===== src/rtl/ptcc_pkg.sv =====
package ptcc_pkg;

    // Configuration register indexes on the write port.
    localparam int CFG_IDX_W = 1;
    localparam logic [CFG_IDX_W-1:0] CFG_RATE_SELECT = 1'b0;
    localparam logic [CFG_IDX_W-1:0] CFG_BCD_MODE    = 1'b1;
    localparam int CFG_DATA_W = 4;

    // Item function codes.
    localparam logic FUNC_TICK = 1'b0;
    localparam logic FUNC_LOAD = 1'b1;

    // Counter widths.
    localparam int SUB_W     = 31;
    localparam int ELAPSED_W = 64;
    localparam int PERIOD_W  = 28;

    localparam logic [SUB_W-1:0] NS_PER_SEC = 31'd1000000000;

    // Reset values of the configuration registers.
    localparam logic [3:0] RATE_RESET = 4'd7;
    localparam logic       BCD_RESET  = 1'b1;

    // Configuration registers as seen by the datapath.
    typedef struct packed {
        logic [3:0] rate_select;
        logic       bcd_mode;
    } cfg_t;

    // Calendar state; the year is kept as century and year within century.
    typedef struct packed {
        logic [5:0] second;
        logic [5:0] minute;
        logic [4:0] hour;
        logic [4:0] day;
        logic [3:0] month;
        logic [6:0] century;
        logic [6:0] yy;
    } cal_t;

    // 1970-01-01 00:00:00.
    localparam cal_t CAL_RESET = '{
        second:  6'd0,
        minute:  6'd0,
        hour:    5'd0,
        day:     5'd1,
        month:   4'd1,
        century: 7'd19,
        yy:      7'd70
    };

    // Tick period in nanoseconds; some rates alternate between two values.
    function automatic logic [PERIOD_W-1:0] period_ns(input logic [3:0] rate,
                                                      input logic phase);
        logic [PERIOD_W-1:0] p;
        begin
            case (rate)
                4'd0:    p = 28'd250000000;
                4'd1:    p = 28'd125000000;
                4'd2:    p = 28'd62500000;
                4'd3:    p = 28'd31250000;
                4'd4:    p = 28'd15625000;
                4'd5:    p = 28'd7812500;
                4'd6:    p = 28'd3906250;
                4'd7:    p = 28'd1953125;
                4'd8:    p = phase ? 28'd976563 : 28'd976562;
                4'd9:    p = 28'd488281;
                4'd10:   p = phase ? 28'd244141 : 28'd244140;
                default: p = 28'd122070;
            endcase
            return p;
        end
    endfunction

    // Days in a month of a common year.
    function automatic logic [4:0] month_len(input logic [3:0] month);
        logic [4:0] len;
        begin
            case (month)
                4'd2:    len = 5'd28;
                4'd4:    len = 5'd30;
                4'd6:    len = 5'd30;
                4'd9:    len = 5'd30;
                4'd11:   len = 5'd30;
                default: len = 5'd31;
            endcase
            return len;
        end
    endfunction

    // Month offset of the weekday formula.
    function automatic logic [2:0] month_code(input logic [3:0] month);
        logic [2:0] code;
        begin
            case (month)
                4'd2:    code = 3'd3;
                4'd3:    code = 3'd3;
                4'd4:    code = 3'd6;
                4'd5:    code = 3'd1;
                4'd6:    code = 3'd4;
                4'd7:    code = 3'd6;
                4'd8:    code = 3'd2;
                4'd9:    code = 3'd5;
                4'd11:   code = 3'd3;
                4'd12:   code = 3'd5;
                default: code = 3'd0;
            endcase
            return code;
        end
    endfunction

    // Remainder by 7 of an 8-bit value: reciprocal estimate, then one correction.
    function automatic logic [2:0] mod7(input logic [7:0] x);
        logic [13:0] prod;
        logic [5:0]  q;
        logic [7:0]  r;
        begin
            prod = 14'(x) * 14'd36;
            q    = prod[13:8];
            r    = x - (8'(q) * 8'd7);
            if (r >= 8'd7)
            begin
                r = r - 8'd7;
            end
            return r[2:0];
        end
    endfunction

endpackage


===== src/rtl/ptcc_load_decode.sv =====
module ptcc_load_decode (
    input  ptcc_pkg::cfg_t cfg,
    input  logic [7:0]     load_second,
    input  logic [7:0]     load_minute,
    input  logic [7:0]     load_hour,
    input  logic [7:0]     load_day,
    input  logic [7:0]     load_month,
    input  logic [7:0]     load_year_low,
    input  logic [7:0]     load_century,
    output ptcc_pkg::cal_t load_cal
);

    // Optional BCD decode; nibbles above nine are taken at face value.
    function automatic logic [7:0] decode(input logic [7:0] b, input logic bcd);
        begin
            if (bcd)
            begin
                return ({4'd0, b[7:4]} << 3) + ({4'd0, b[7:4]} << 1) + {4'd0, b[3:0]};
            end
            return b;
        end
    endfunction

    logic [7:0] sec_d;
    logic [7:0] min_d;
    logic [7:0] hour_d;
    logic [7:0] day_d;
    logic [7:0] month_d;
    logic [7:0] yl_d;
    logic [7:0] cen_d;
    logic [1:0] yl_hundreds;
    logic [7:0] yl_rem;
    logic [8:0] cen_sum;

    always_comb
    begin
        sec_d   = decode(load_second, cfg.bcd_mode);
        min_d   = decode(load_minute, cfg.bcd_mode);
        hour_d  = decode(load_hour, cfg.bcd_mode);
        day_d   = decode(load_day, cfg.bcd_mode);
        month_d = decode(load_month, cfg.bcd_mode);
        yl_d    = decode(load_year_low, cfg.bcd_mode);
        cen_d   = decode(load_century, cfg.bcd_mode);

        // Time fields saturate at their maximum.
        load_cal.second = (sec_d > 8'd59) ? 6'd59 : sec_d[5:0];
        load_cal.minute = (min_d > 8'd59) ? 6'd59 : min_d[5:0];
        load_cal.hour   = (hour_d > 8'd23) ? 5'd23 : hour_d[4:0];

        // Day and month never go below one.
        if (day_d == 8'd0)
        begin
            load_cal.day = 5'd1;
        end
        else if (day_d > 8'd31)
        begin
            load_cal.day = 5'd31;
        end
        else
        begin
            load_cal.day = day_d[4:0];
        end

        if (month_d == 8'd0)
        begin
            load_cal.month = 4'd1;
        end
        else if (month_d > 8'd12)
        begin
            load_cal.month = 4'd12;
        end
        else
        begin
            load_cal.month = month_d[3:0];
        end

        // Fold hundreds of the year byte into the century, then saturate at 9999.
        if (yl_d >= 8'd200)
        begin
            yl_hundreds = 2'd2;
            yl_rem      = yl_d - 8'd200;
        end
        else if (yl_d >= 8'd100)
        begin
            yl_hundreds = 2'd1;
            yl_rem      = yl_d - 8'd100;
        end
        else
        begin
            yl_hundreds = 2'd0;
            yl_rem      = yl_d;
        end
        cen_sum = {1'b0, cen_d} + {7'd0, yl_hundreds};
        if (cen_sum > 9'd99)
        begin
            load_cal.century = 7'd99;
            load_cal.yy      = 7'd99;
        end
        else
        begin
            load_cal.century = cen_sum[6:0];
            load_cal.yy      = yl_rem[6:0];
        end
    end

endmodule


===== src/rtl/ptcc_time_core.sv =====
module ptcc_time_core (
    input  logic                             clk,
    input  logic                             rst_n,
    input  logic                             take,
    input  logic                             func,
    input  ptcc_pkg::cfg_t                   cfg,
    input  ptcc_pkg::cal_t                   load_cal,
    output ptcc_pkg::cal_t                   cal,
    output logic [ptcc_pkg::SUB_W-1:0]       subsecond,
    output logic [ptcc_pkg::ELAPSED_W-1:0]   elapsed,
    output logic                             tick_phase
);

    ptcc_pkg::cal_t                     cal_reg;
    ptcc_pkg::cal_t                     cal_next;
    ptcc_pkg::cal_t                     tick_cal;
    logic [ptcc_pkg::SUB_W-1:0]         sub_reg;
    logic [ptcc_pkg::SUB_W-1:0]         sub_next;
    logic [ptcc_pkg::ELAPSED_W-1:0]     elapsed_reg;
    logic [ptcc_pkg::ELAPSED_W-1:0]     elapsed_next;
    logic                               phase_reg;
    logic                               phase_next;
    logic [ptcc_pkg::PERIOD_W-1:0]      delta;
    logic [ptcc_pkg::SUB_W-1:0]         sub_sum;
    logic                               sec_wrap;
    logic                               leap;
    logic [4:0]                         len;
    logic                               last_day;

    // Sub-second accumulation and one-second carry.
    always_comb
    begin
        delta    = ptcc_pkg::period_ns(cfg.rate_select, phase_reg);
        sub_sum  = sub_reg + ptcc_pkg::SUB_W'(delta);
        sec_wrap = (sub_sum >= ptcc_pkg::NS_PER_SEC);
    end

    // Calendar advance on a whole second.
    always_comb
    begin
        leap     = (cal_reg.yy[1:0] == 2'd0) &&
                   ((cal_reg.yy != 7'd0) || (cal_reg.century[1:0] == 2'd0));
        len      = ptcc_pkg::month_len(cal_reg.month);
        last_day = ((cal_reg.day >= len) && !((cal_reg.month == 4'd2) && leap)) ||
                   (cal_reg.day > len);

        tick_cal = cal_reg;
        if (sec_wrap)
        begin
            if (cal_reg.second >= 6'd59)
            begin
                tick_cal.second = 6'd0;
                if (cal_reg.minute >= 6'd59)
                begin
                    tick_cal.minute = 6'd0;
                    if (cal_reg.hour >= 5'd23)
                    begin
                        tick_cal.hour = 5'd0;
                        if (last_day)
                        begin
                            tick_cal.day = 5'd1;
                            if (cal_reg.month >= 4'd12)
                            begin
                                tick_cal.month = 4'd1;
                                if (cal_reg.yy >= 7'd99)
                                begin
                                    tick_cal.yy = 7'd0;
                                    tick_cal.century = (cal_reg.century >= 7'd99) ?
                                                       7'd0 : cal_reg.century + 7'd1;
                                end
                                else
                                begin
                                    tick_cal.yy = cal_reg.yy + 7'd1;
                                end
                            end
                            else
                            begin
                                tick_cal.month = cal_reg.month + 4'd1;
                            end
                        end
                        else
                        begin
                            tick_cal.day = cal_reg.day + 5'd1;
                        end
                    end
                    else
                    begin
                        tick_cal.hour = cal_reg.hour + 5'd1;
                    end
                end
                else
                begin
                    tick_cal.minute = cal_reg.minute + 6'd1;
                end
            end
            else
            begin
                tick_cal.second = cal_reg.second + 6'd1;
            end
        end
    end

    // Next state for a tick or a load transfer.
    always_comb
    begin
        cal_next     = cal_reg;
        sub_next     = sub_reg;
        elapsed_next = elapsed_reg;
        phase_next   = phase_reg;
        if (take)
        begin
            if (func == ptcc_pkg::FUNC_LOAD)
            begin
                cal_next = load_cal;
            end
            else
            begin
                cal_next     = tick_cal;
                sub_next     = sec_wrap ? sub_sum - ptcc_pkg::NS_PER_SEC : sub_sum;
                elapsed_next = elapsed_reg + ptcc_pkg::ELAPSED_W'(delta);
                phase_next   = ~phase_reg;
            end
        end
    end

    always_ff @(posedge clk or negedge rst_n)
    begin
        if (!rst_n)
        begin
            cal_reg     <= ptcc_pkg::CAL_RESET;
            sub_reg     <= '0;
            elapsed_reg <= '0;
            phase_reg   <= 1'b0;
        end
        else
        begin
            cal_reg     <= cal_next;
            sub_reg     <= sub_next;
            elapsed_reg <= elapsed_next;
            phase_reg   <= phase_next;
        end
    end

    assign cal        = cal_reg;
    assign subsecond  = sub_reg;
    assign elapsed    = elapsed_reg;
    assign tick_phase = phase_reg;

endmodule


===== src/rtl/ptcc_out_stage.sv =====
module ptcc_out_stage (
    input  logic                             clk,
    input  logic                             rst_n,
    input  logic                             snap_valid,
    input  logic                             out_stall,
    input  ptcc_pkg::cal_t                   cal,
    input  logic [ptcc_pkg::SUB_W-1:0]       subsecond,
    input  logic [ptcc_pkg::ELAPSED_W-1:0]   elapsed,
    output logic                             capture,
    output logic                             out_valid,
    output logic [5:0]                       second_now,
    output logic [5:0]                       minute_now,
    output logic [4:0]                       hour_now,
    output logic [4:0]                       day_now,
    output logic [3:0]                       month_now,
    output logic [13:0]                      year_now,
    output logic [2:0]                       weekday_now,
    output logic [ptcc_pkg::SUB_W-1:0]       subsecond_ns,
    output logic [ptcc_pkg::ELAPSED_W-1:0]   elapsed_ns
);

    logic        out_valid_reg;
    logic        out_valid_next;
    logic [7:0]  wd_sum;
    logic [2:0]  weekday;
    logic [13:0] year_full;
    logic [13:0] cen_ext;

    // Weekday sum; every term is reduced together by one mod-7 step.
    always_comb
    begin
        wd_sum = 8'(cal.day) + 8'(ptcc_pkg::month_code(cal.month)) + 8'(cal.yy) +
                 8'(cal.yy[6:2]) + 8'({(2'd3 - cal.century[1:0]), 1'b0}) + 8'd7 -
                 8'(cal.month < 4'd3);
        weekday = ptcc_pkg::mod7(wd_sum);
    end

    // Full year as century times 100 plus year within century.
    always_comb
    begin
        cen_ext   = 14'(cal.century);
        year_full = (cen_ext << 6) + (cen_ext << 5) + (cen_ext << 2) + 14'(cal.yy);
    end

    // The result register takes the state snapshot whenever it is empty or draining.
    always_comb
    begin
        capture        = snap_valid && (!out_valid_reg || !out_stall);
        out_valid_next = capture || (out_valid_reg && out_stall);
    end

    always_ff @(posedge clk or negedge rst_n)
    begin
        if (!rst_n)
        begin
            out_valid_reg <= 1'b0;
        end
        else
        begin
            out_valid_reg <= out_valid_next;
        end
    end

    always_ff @(posedge clk)
    begin
        if (capture)
        begin
            second_now   <= cal.second;
            minute_now   <= cal.minute;
            hour_now     <= cal.hour;
            day_now      <= cal.day;
            month_now    <= cal.month;
            year_now     <= year_full;
            weekday_now  <= weekday;
            subsecond_ns <= subsecond;
            elapsed_ns   <= elapsed;
        end
    end

    assign out_valid = out_valid_reg;

endmodule


===== src/rtl/periodic_tick_calendar_clock.sv =====
// Channel   Direction  Handshake            Payload
// input     in         in_valid, in_stall   func, load_second .. load_century
// result    out        out_valid, out_stall second_now .. elapsed_ns
// config    in         cfg_we               cfg_index, cfg_data
//
// One item is taken per clock while in_stall is low; each result passes the state
// registers and then the result register before it reaches the output to be taken.
// The rate is set by the state update: period lookup, sub-second add and
// one-second compare, then the calendar carry chain, all ahead of the state registers.
// Reset gives rate 7, BCD loading, and 1970-01-01 00:00:00 with zero counters.
// in_stall rises only while a finished result waits stalled at the output
// and the state stage already holds the next one.
module periodic_tick_calendar_clock (
    input  logic                               clk,
    input  logic                               rst_n,
    input  logic                               cfg_we,
    input  logic [ptcc_pkg::CFG_IDX_W-1:0]     cfg_index,
    input  logic [ptcc_pkg::CFG_DATA_W-1:0]    cfg_data,
    input  logic                               in_valid,
    output logic                               in_stall,
    input  logic                               func,
    input  logic [7:0]                         load_second,
    input  logic [7:0]                         load_minute,
    input  logic [7:0]                         load_hour,
    input  logic [7:0]                         load_day,
    input  logic [7:0]                         load_month,
    input  logic [7:0]                         load_year_low,
    input  logic [7:0]                         load_century,
    output logic                               out_valid,
    input  logic                               out_stall,
    output logic [5:0]                         second_now,
    output logic [5:0]                         minute_now,
    output logic [4:0]                         hour_now,
    output logic [4:0]                         day_now,
    output logic [3:0]                         month_now,
    output logic [13:0]                        year_now,
    output logic [2:0]                         weekday_now,
    output logic [ptcc_pkg::SUB_W-1:0]         subsecond_ns,
    output logic [ptcc_pkg::ELAPSED_W-1:0]     elapsed_ns
);

    ptcc_pkg::cfg_t                     cfg_reg;
    ptcc_pkg::cfg_t                     cfg_next;
    ptcc_pkg::cal_t                     load_cal;
    ptcc_pkg::cal_t                     cal;
    logic [ptcc_pkg::SUB_W-1:0]         subsecond;
    logic [ptcc_pkg::ELAPSED_W-1:0]     elapsed;
    logic                               tick_phase;
    logic                               snap_valid_reg;
    logic                               snap_valid_next;
    logic                               capture;
    logic                               in_take;

    // Configuration register writes.
    always_comb
    begin
        cfg_next = cfg_reg;
        if (cfg_we)
        begin
            case (cfg_index)
                ptcc_pkg::CFG_RATE_SELECT: cfg_next.rate_select = cfg_data[3:0];
                ptcc_pkg::CFG_BCD_MODE:    cfg_next.bcd_mode    = cfg_data[0];
                default:                   cfg_next = cfg_reg;
            endcase
        end
    end

    always_ff @(posedge clk or negedge rst_n)
    begin
        if (!rst_n)
        begin
            cfg_reg.rate_select <= ptcc_pkg::RATE_RESET;
            cfg_reg.bcd_mode    <= ptcc_pkg::BCD_RESET;
        end
        else
        begin
            cfg_reg <= cfg_next;
        end
    end

    // Input transfer control: the state stage holds one unreported result.
    always_comb
    begin
        in_stall        = snap_valid_reg && !capture;
        in_take         = in_valid && !in_stall;
        snap_valid_next = in_take || (snap_valid_reg && !capture);
    end

    always_ff @(posedge clk or negedge rst_n)
    begin
        if (!rst_n)
        begin
            snap_valid_reg <= 1'b0;
        end
        else
        begin
            snap_valid_reg <= snap_valid_next;
        end
    end

    ptcc_load_decode u_load_decode (
        .cfg           (cfg_reg),
        .load_second   (load_second),
        .load_minute   (load_minute),
        .load_hour     (load_hour),
        .load_day      (load_day),
        .load_month    (load_month),
        .load_year_low (load_year_low),
        .load_century  (load_century),
        .load_cal      (load_cal)
    );

    ptcc_time_core u_time_core (
        .clk        (clk),
        .rst_n      (rst_n),
        .take       (in_take),
        .func       (func),
        .cfg        (cfg_reg),
        .load_cal   (load_cal),
        .cal        (cal),
        .subsecond  (subsecond),
        .elapsed    (elapsed),
        .tick_phase (tick_phase)
    );

    ptcc_out_stage u_out_stage (
        .clk          (clk),
        .rst_n        (rst_n),
        .snap_valid   (snap_valid_reg),
        .out_stall    (out_stall),
        .cal          (cal),
        .subsecond    (subsecond),
        .elapsed      (elapsed),
        .capture      (capture),
        .out_valid    (out_valid),
        .second_now   (second_now),
        .minute_now   (minute_now),
        .hour_now     (hour_now),
        .day_now      (day_now),
        .month_now    (month_now),
        .year_now     (year_now),
        .weekday_now  (weekday_now),
        .subsecond_ns (subsecond_ns),
        .elapsed_ns   (elapsed_ns)
    );

    // A load leaves the counters and the tick phase alone.
    a_load_keeps_counters: assert property (@(posedge clk) disable iff (!rst_n)
        (in_take && func == ptcc_pkg::FUNC_LOAD) |=>
        ($stable(subsecond) && $stable(elapsed) && $stable(tick_phase)))
        else $error("load transfer changed the tick counters");

    // The elapsed count moves only on a tick transfer.
    a_elapsed_only_on_tick: assert property (@(posedge clk) disable iff (!rst_n)
        !(in_take && func == ptcc_pkg::FUNC_TICK) |=> $stable(elapsed))
        else $error("elapsed count changed without a tick");

    // Every tick flips the period phase.
    a_tick_flips_phase: assert property (@(posedge clk) disable iff (!rst_n)
        (in_take && func == ptcc_pkg::FUNC_TICK) |=> (tick_phase != $past(tick_phase)))
        else $error("tick did not toggle the period phase");

    // Calendar and sub-second state stay in range.
    a_state_in_range: assert property (@(posedge clk) disable iff (!rst_n)
        (subsecond < ptcc_pkg::NS_PER_SEC) && (cal.second < 6'd60) &&
        (cal.minute < 6'd60) && (cal.hour < 5'd24) && (cal.day != 5'd0) &&
        (cal.month != 4'd0) && (cal.month < 4'd13) && (cal.century < 7'd100) &&
        (cal.yy < 7'd100))
        else $error("clock state out of range");

endmodule


===== config.mk =====
export PLATFORM = sky130hd
export DESIGN_NAME = periodic_tick_calendar_clock
export DESIGN_NICKNAME = d
export VERILOG_FILES = /design/src/rtl/ptcc_pkg.sv /design/src/rtl/ptcc_load_decode.sv /design/src/rtl/ptcc_time_core.sv /design/src/rtl/ptcc_out_stage.sv /design/src/rtl/periodic_tick_calendar_clock.sv
export SDC_FILE = /design/constraint.sdc
export NUM_CORES = 1
export LEC_CHECK = 0
export ABC_AREA = 1
export BUFFER_PORTS_ARGS = -buffer_cell sky130_fd_sc_hd__buf_2
export CAP_MARGIN = 20
export CORE_ASPECT_RATIO = 1.75
export CORE_MARGIN = 2
export CORE_UTILIZATION = 35
export DETAILED_ROUTE_END_ITERATION = 8
export HOLD_SLACK_MARGIN = 0.12
export PLACE_DENSITY_LB_ADDON = 0.2
export SLEW_MARGIN = 20
export SYNTH_ARGS = -nofsm -noshare
export SYNTH_HDL_FRONTEND = slang
export SYNTH_SLANG_ARGS = --single-unit

===== constraint.sdc =====
create_clock -name clk -period 13 [get_ports clk]
set_input_delay 1.95 -clock clk [delete_from_list [all_inputs] [get_ports clk]]
set_output_delay 1.95 -clock clk [all_outputs]
set_load 0.05 [all_outputs]

# Word-level counts from Yosys, hierarchy flattened
# Memory sizes are Yosys's and may differ from the RTL's.
# Cells that the tools add are included.
# op_classes
add_sub_neg,39
n_mul,2
magnitude_cmp,19
n_eq_ne,15
mux,48
n_bitwise,3
n_reduce_logical,41
# op_table
op,n
28-bit one-hot mux with 11 select lines,1
8-bit 2-to-1 mux,14
40-bit 2-to-1 mux,2
64-bit by 28-bit adder with 64-bit output,1
7-bit by 5-bit adder with 8-bit output,7
8-bit by 4-bit adder with 8-bit output,7
7-bit 2-to-1 mux,5
34-bit 2-to-1 mux,1
31-bit by 28-bit adder with 31-bit output,1
31-bit by 30-bit greater-or-equal comparator with 1-bit output (second input constant),1
31-bit 2-to-1 mux,1
31-bit by 30-bit subtractor with 31-bit output (second input constant),1
14-bit 2-to-1 mux,2
28-bit 2-to-1 mux,1
5-bit 2-to-1 mux,5
4-bit by 3-bit equality test with 1-bit output (second input constant),6
6-bit 2-to-1 mux,4
23-bit 2-to-1 mux,1
4-bit equality test (second input constant),5
18-bit 2-to-1 mux,1
8-bit by 5-bit greater-than comparator with 1-bit output (second input constant),2
8-bit by 6-bit greater-than comparator with 1-bit output (second input constant),2
8-bit logical NOT,2
13-bit by 12-bit adder with 14-bit output,1
other kinds (54),93
# word_totals
regBits,281
mem_bits_ro,48
out_inout_bits,140
wordCells,191
memories,1
# memory_table
name,depth,width,read_ports,rd_ports_with_merged_regs,wr,line_no,text
(name not given),16,3,1,0,0,ptcc_pkg.sv:95,case (month)

# Depth between registers and ports, before layout
# depth
depth_word,13
depth_mapped,51
depth_no_buf,51

# By module
# A second synthesis with hierarchy kept.
# unflattened
hier_cells,2696
hier_area_um2,21413.0
# modules_own_cells
mod,instances,cells_per_inst,area_per_inst_um2,seq_area_each_um2
ptcc_time_core,1,1726,11477.3,3413.3
ptcc_out_stage,1,497,6900.4,4169.0
ptcc_load_decode,1,444,2783.9,0.0
periodic_tick_calendar_clock,1,29,251.5,155.1

# Worst setup path before layout
# OpenSTA, ideal clock, no wires.
# synth_path
path_kind,in2reg
from,in out_stall
to,"reg u_out_stage.day_now[0], enable pin"
setup_time_ns,0.680
arrival_time_ns,8.442
t_required_ns,12.320
path_slack_ns,3.878
stages,1
path_cell_list,a21oi_1
# synth_via
elab_chain_len,3
# synth_lines
item,line_no,text
start: declaration,periodic_tick_calendar_clock.sv:30,"input logic out_stall,"
1-bit logical NOT,ptcc_out_stage.sv:48,capture = snap_valid && (!out_valid_reg || !out_stall);
1-bit logical OR,ptcc_out_stage.sv:48,
1-bit logical AND,ptcc_out_stage.sv:48,
end signal: assignment,ptcc_out_stage.sv:71,day_now <= cal.day;
end: declaration,ptcc_out_stage.sv:14,"output logic [4:0] day_now,"
# No other way between the ends.
# A chain may end at the register's enable or synchronous reset.

# Worst setup path in the final report
# layout_path
from,"reg u_time_core.cal_reg, in the netlist u_time_core.cal[14]"
to,reg u_out_stage.weekday_now[1] (data pin)
# layout_via
elab_chain_len,12
# layout_lines
item,line_no,text
start: declaration,ptcc_time_core.sv:14,ptcc_pkg::cal_t cal_reg;
start signal: assignment,ptcc_time_core.sv:130,cal_reg <= ptcc_pkg::CAL_RESET;
start signal: assignment,ptcc_time_core.sv:137,cal_reg <= cal_next;
memory read 16 x 3 bit,--,
5-bit by 3-bit adder with 6-bit output,ptcc_out_stage.sv:32,wd_sum = 8'(cal.day) + 8'(ptcc_pkg::month_code(cal.month)) + 8'(cal.yy) +
8-bit by 7-bit adder with 8-bit output,ptcc_out_stage.sv:32,
8-bit by 5-bit adder with 8-bit output,ptcc_out_stage.sv:32,
8-bit by 3-bit adder with 8-bit output (2 in a row),ptcc_out_stage.sv:33,"8'(cal.yy[6:2]) + 8'({(2'd3 - cal.century[1:0]), 1'b0}) + 8'd7 -"
8-bit by 1-bit subtractor with 8-bit output (*),ptcc_out_stage.sv:33,
8-bit by 4-bit multiplier with 12-bit output,ptcc_pkg.sv:118,prod = 14'(x) * 14'd36;
6-bit by 3-bit multiplier with 8-bit output,ptcc_pkg.sv:120,r = x - (8'(q) * 8'd7);
8-bit subtractor (*),ptcc_pkg.sv:120,
8-bit by 3-bit greater-or-equal comparator with 1-bit output / 3-bit subtractor (equally long branches),"ptcc_pkg.sv:121, ptcc_pkg.sv:123",
3-bit 2-to-1 mux (*),ptcc_pkg.sv:121,if (r >= 8'd7)
net u_out_stage.weekday[1],ptcc_out_stage.sv:25,logic [2:0] weekday;
end signal: assignment,ptcc_out_stage.sv:74,weekday_now <= weekday;
end: declaration,ptcc_out_stage.sv:17,"output logic [2:0] weekday_now,"
# Mark *: on every way through the listed nets, which the timed path passes. The rest lies on a longest branch.

==> impl_metrics.json <==
{
  "initialDrtViolationCount": 1018,
  "cp_num_buf_inv": 7,
  "synth-edff-count": 138,
  "placement_rows": 120,
  "clk-insertion-delay-late_ns": 0.58,
  "synthesized_nets": 3027,
  "drt_wl_total_mm": 65.3,
  "dieArea_sq_um": 63200,
  "pin_count_of_the_biggest_net_entering_global_routing": 90,
  "weighted_congestion_at_the_end_of_routability_driven_global_placement": 0.944,
  "cts_repair_resize_count": 0,
  "finalCritPeriodShare_pct": 70.6,
  "path_common_cell": "sky130_fd_sc_hd__inv_1",
  "slew_viol_final": 0,
  "worst_hold_path.num_cells": 0,
  "setup.worst_path.start": "u_time_core.cal[14]",
  "chipWidth_microns": 191,
  "start_kind": "register",
  "grt_use_total_pct": 20.7,
  "synthesized_area_fraction_occupied_by_xor_and_xnor_cells_pct": 4.91,
  "die_height_microns": 331,
  "outcome": "finished, violations left",
  "cts_tree": "done",
  "number_of_endpoints_with_negative_hold_slack_in_the_final_report": 0,
  "reg2reg_slack_ns": 3.82,
  "violations": "design-rule violations",
  "number_of_antenna_violations_at_the_first_check_in_global_routing": 0,
  "critical_path.max_fanout": 8,
  "core_area_sq_um": 60800,
  "io-pin-count": 207,
  "multi_input_area_sq_um": 11900,
  "slowest_stage": "sky130_fd_sc_hd__dfstp_2",
  "worst_r2r_path_depth": 40,
  "clkTransAtPathRegs_ns": 0.07,
  "clk_root_buffer_cell": "sky130_fd_sc_hd__clkbuf_16",
  "sequential_cell_area_sq_um": 7740,
  "flow.area_growth_from_synthesis_pct": 13.7,
  "cts_num_sinks": 281,
  "synthesis.area_sq_um": 21400,
  "period_needed_ns": 9.18,
  "clock.fmax_mhz": 109,
  "critical_path_required_ns": 13.33,
  "synth_seq_area_share_pct": 36.1,
  "min_delay_worst_type": "reg -> reg",
  "worst_setup_path_end_kind": "register",
  "detailed_place_hpwl_mm": 53.0,
  "first_global_vias": 19200,
  "critical_path_depth": 40,
  "cts.hold.buffers_added": 0,
  "max-cap-violations": 0,
  "dominant_combinational_cell_family_by_area_after_synthesis": "simple AND/OR/NAND/NOR gates",
  "placedInstanceArea_sq_um": 23300,
  "synthesis.yosys.warnings": 0,
  "cts_post_setup_buffers_inserted": 0,
  "dr.pass1.iters": 9,
  "synth_area_per_cell_sq_um": 7.88,
  "yosysTopAreaCell": "sky130_fd_sc_hd__edfxtp_1",
  "synthDistinctLibCells": 60,
  "synth.top_cell.area_share_pct": 19.4,
  "portBuffers": 206,
  "final.fill_count": 6334,
  "postRouteAntennaNets": 0,
  "diodes": 0,
  "worst_pin_slew_ns": 0.997,
  "slew_headroom_pct": 33.6,
  "post_route_cells_drive_above_1_share_pct": 12.8,
  "r2r_end": "u_out_stage.weekday_now[1]",
  "cts_inserted_buffers": 28,
  "synthAdderAreaFrac_pct": 15.5,
  "viasPerCell": 4.96,
  "timing.final.setup_violations": 0,
  "r2r-start": "u_time_core.cal[14]",
  "post_synth_mux_area_share_pct": 0.0935,
  "setup.worst_path.class": "reg -> reg",
  "post_synthesis_cells": 2718,
  "synth_top_cells_by_count": "728 x sky130_fd_sc_hd__nand2_1, 421 x sky130_fd_sc_hd__inv_1, 204 x sky130_fd_sc_hd__ha_1",
  "postSynthRegisterBits": 281,
  "cts_max_path_buffers": 3,
  "route.vias.total": 18600,
  "critical-path-max-stage-delay_ns": 0.61,
  "whs_ns": 0.465,
  "grt_first_pass_wirelength_mm": 101,
  "async_flop_share_pct": 50.9,
  "timing.setup.tns_ns": 0,
  "largest_delay_share_family_worst_path": "adder cells",
  "critPathArrivalTime_ns": 9.50,
  "nNetsFinal": 3235,
  "detail_route.drc_violations": 1,
  "route.detailed.wl_per_inst_microns": 17.5,
  "initial_utilization_pct": 35.2,
  "clock-skew-final_ns": 0.0130,
  "synth_simple_gate_area_share_pct": 25.2,
  "synth.most_common_cell": "sky130_fd_sc_hd__nand2_1",
  "stdcell_area_sq_um": 24300,
  "postSynth.topFlopCell": "sky130_fd_sc_hd__edfxtp_1",
  "timing.critical_path.to": "u_out_stage.weekday_now[1]",
  "compound_gate_fraction_of_synth_area_pct": 9.78,
  "netlist_top_cells_area": "sky130_fd_sc_hd__edfxtp_1 19%, sky130_fd_sc_hd__dfrtp_1 15%, sky130_fd_sc_hd__nand2_1 13%",
  "total_overflow_reported_by_the_global_router": 0,
  "htree_levels": 1,
  "grt_setup_unrepaired": "false"
}
## how the worst min path moves through the flow
stage,from,to,slack [ns]
after CTS,u_time_core.elapsed[58],u_out_stage.elapsed_ns[58],0.46
after floorplan,u_time_core.elapsed[58],u_out_stage.elapsed_ns[58],0.42
final,u_time_core.elapsed[58],u_out_stage.elapsed_ns[58],0.47
after global routing,u_time_core.elapsed[58],u_out_stage.elapsed_ns[58],0.47
after global placement,u_time_core.elapsed[58],u_out_stage.elapsed_ns[58],0.44
after detailed placement,u_time_core.elapsed[58],u_out_stage.elapsed_ns[58],0.45
## final cells by class
class | instances | share of cell area, %
multi-input combinational | 1970 | 48.8
sequential | 281 | 31.8
inverter | 432 | 6.66
timing repair buffer | 213 | 4.49
tap | 793 | 4.08
clock buffer | 34 | 3.10
clock inverter | 18 | 1.06
## cell families (layout without fill, tap and decap cells)
| logic type | Yosys count | count (layout) |
|---|---|---|
| buf+inv | 467 | 697 |
| mux | 2 | 2 |
| flops | 281 | 281 |
| simple gates | 1246 | 1246 |
| compound gates | 360 | 360 |
| xor+xnor | 120 | 120 |
| fa+ha+maj | 242 | 242 |
## routing by layer
layer	up-vias	share of wire, %	global-route usage (%)
met1	8674	35	19.6
met2	452	56	42.0
li1	9292	-	-
met4	0	5.5	10.8
met5	-	0	0
met3	148	4.2	2.74
## placed cells by master, fill, tap and decap left out, types with 12 or more instances in the layout
master,Yosys,routed
sky130_fd_sc_hd__nand2_2,33,33
sky130_fd_sc_hd__dfstp_2,12,12
sky130_fd_sc_hd__xnor2_1,39,39
sky130_fd_sc_hd__dfrtp_1,131,131
sky130_fd_sc_hd__fa_1,38,38
sky130_fd_sc_hd__o21ai_0,127,127
sky130_fd_sc_hd__edfxtp_1,138,138
sky130_fd_sc_hd__nand2_1,728,728
sky130_fd_sc_hd__clkbuf_16,0,29
sky130_fd_sc_hd__a21oi_1,106,105
sky130_fd_sc_hd__o21ai_2,20,20
sky130_fd_sc_hd__ha_1,204,204
sky130_fd_sc_hd__inv_1,421,421
sky130_fd_sc_hd__xor2_1,81,81
sky130_fd_sc_hd__nor4_1,14,14
sky130_fd_sc_hd__buf_2,4,205
sky130_fd_sc_hd__o21ai_1,18,18
sky130_fd_sc_hd__nor3_1,30,30
sky130_fd_sc_hd__a31oi_1,16,16
sky130_fd_sc_hd__nand3_1,147,147
sky130_fd_sc_hd__nor2_1,199,198
sky130_fd_sc_hd__nand4_1,39,39
## metrics by stage
| stage | std cells | utilization [%] | setup WS, ns |
|---|---|---|---|
| 6_report | 3741 | 40.0 | 3.82 |
| 5_1_grt | 3741 | 40.0 | 3.08 |
| 4_1_cts | 3741 | 40.0 | 3.78 |
| 3_5_place_dp | 3689 | 38.4 | 3.82 |
| 3_3_place_gp | 3689 | 38.4 | 3.89 |
| 2_1_floorplan | 2718 | - | 3.88 |
Power is not shown: default switching activity piles up to over one toggle a cycle in this logic, so the estimate is an artifact.
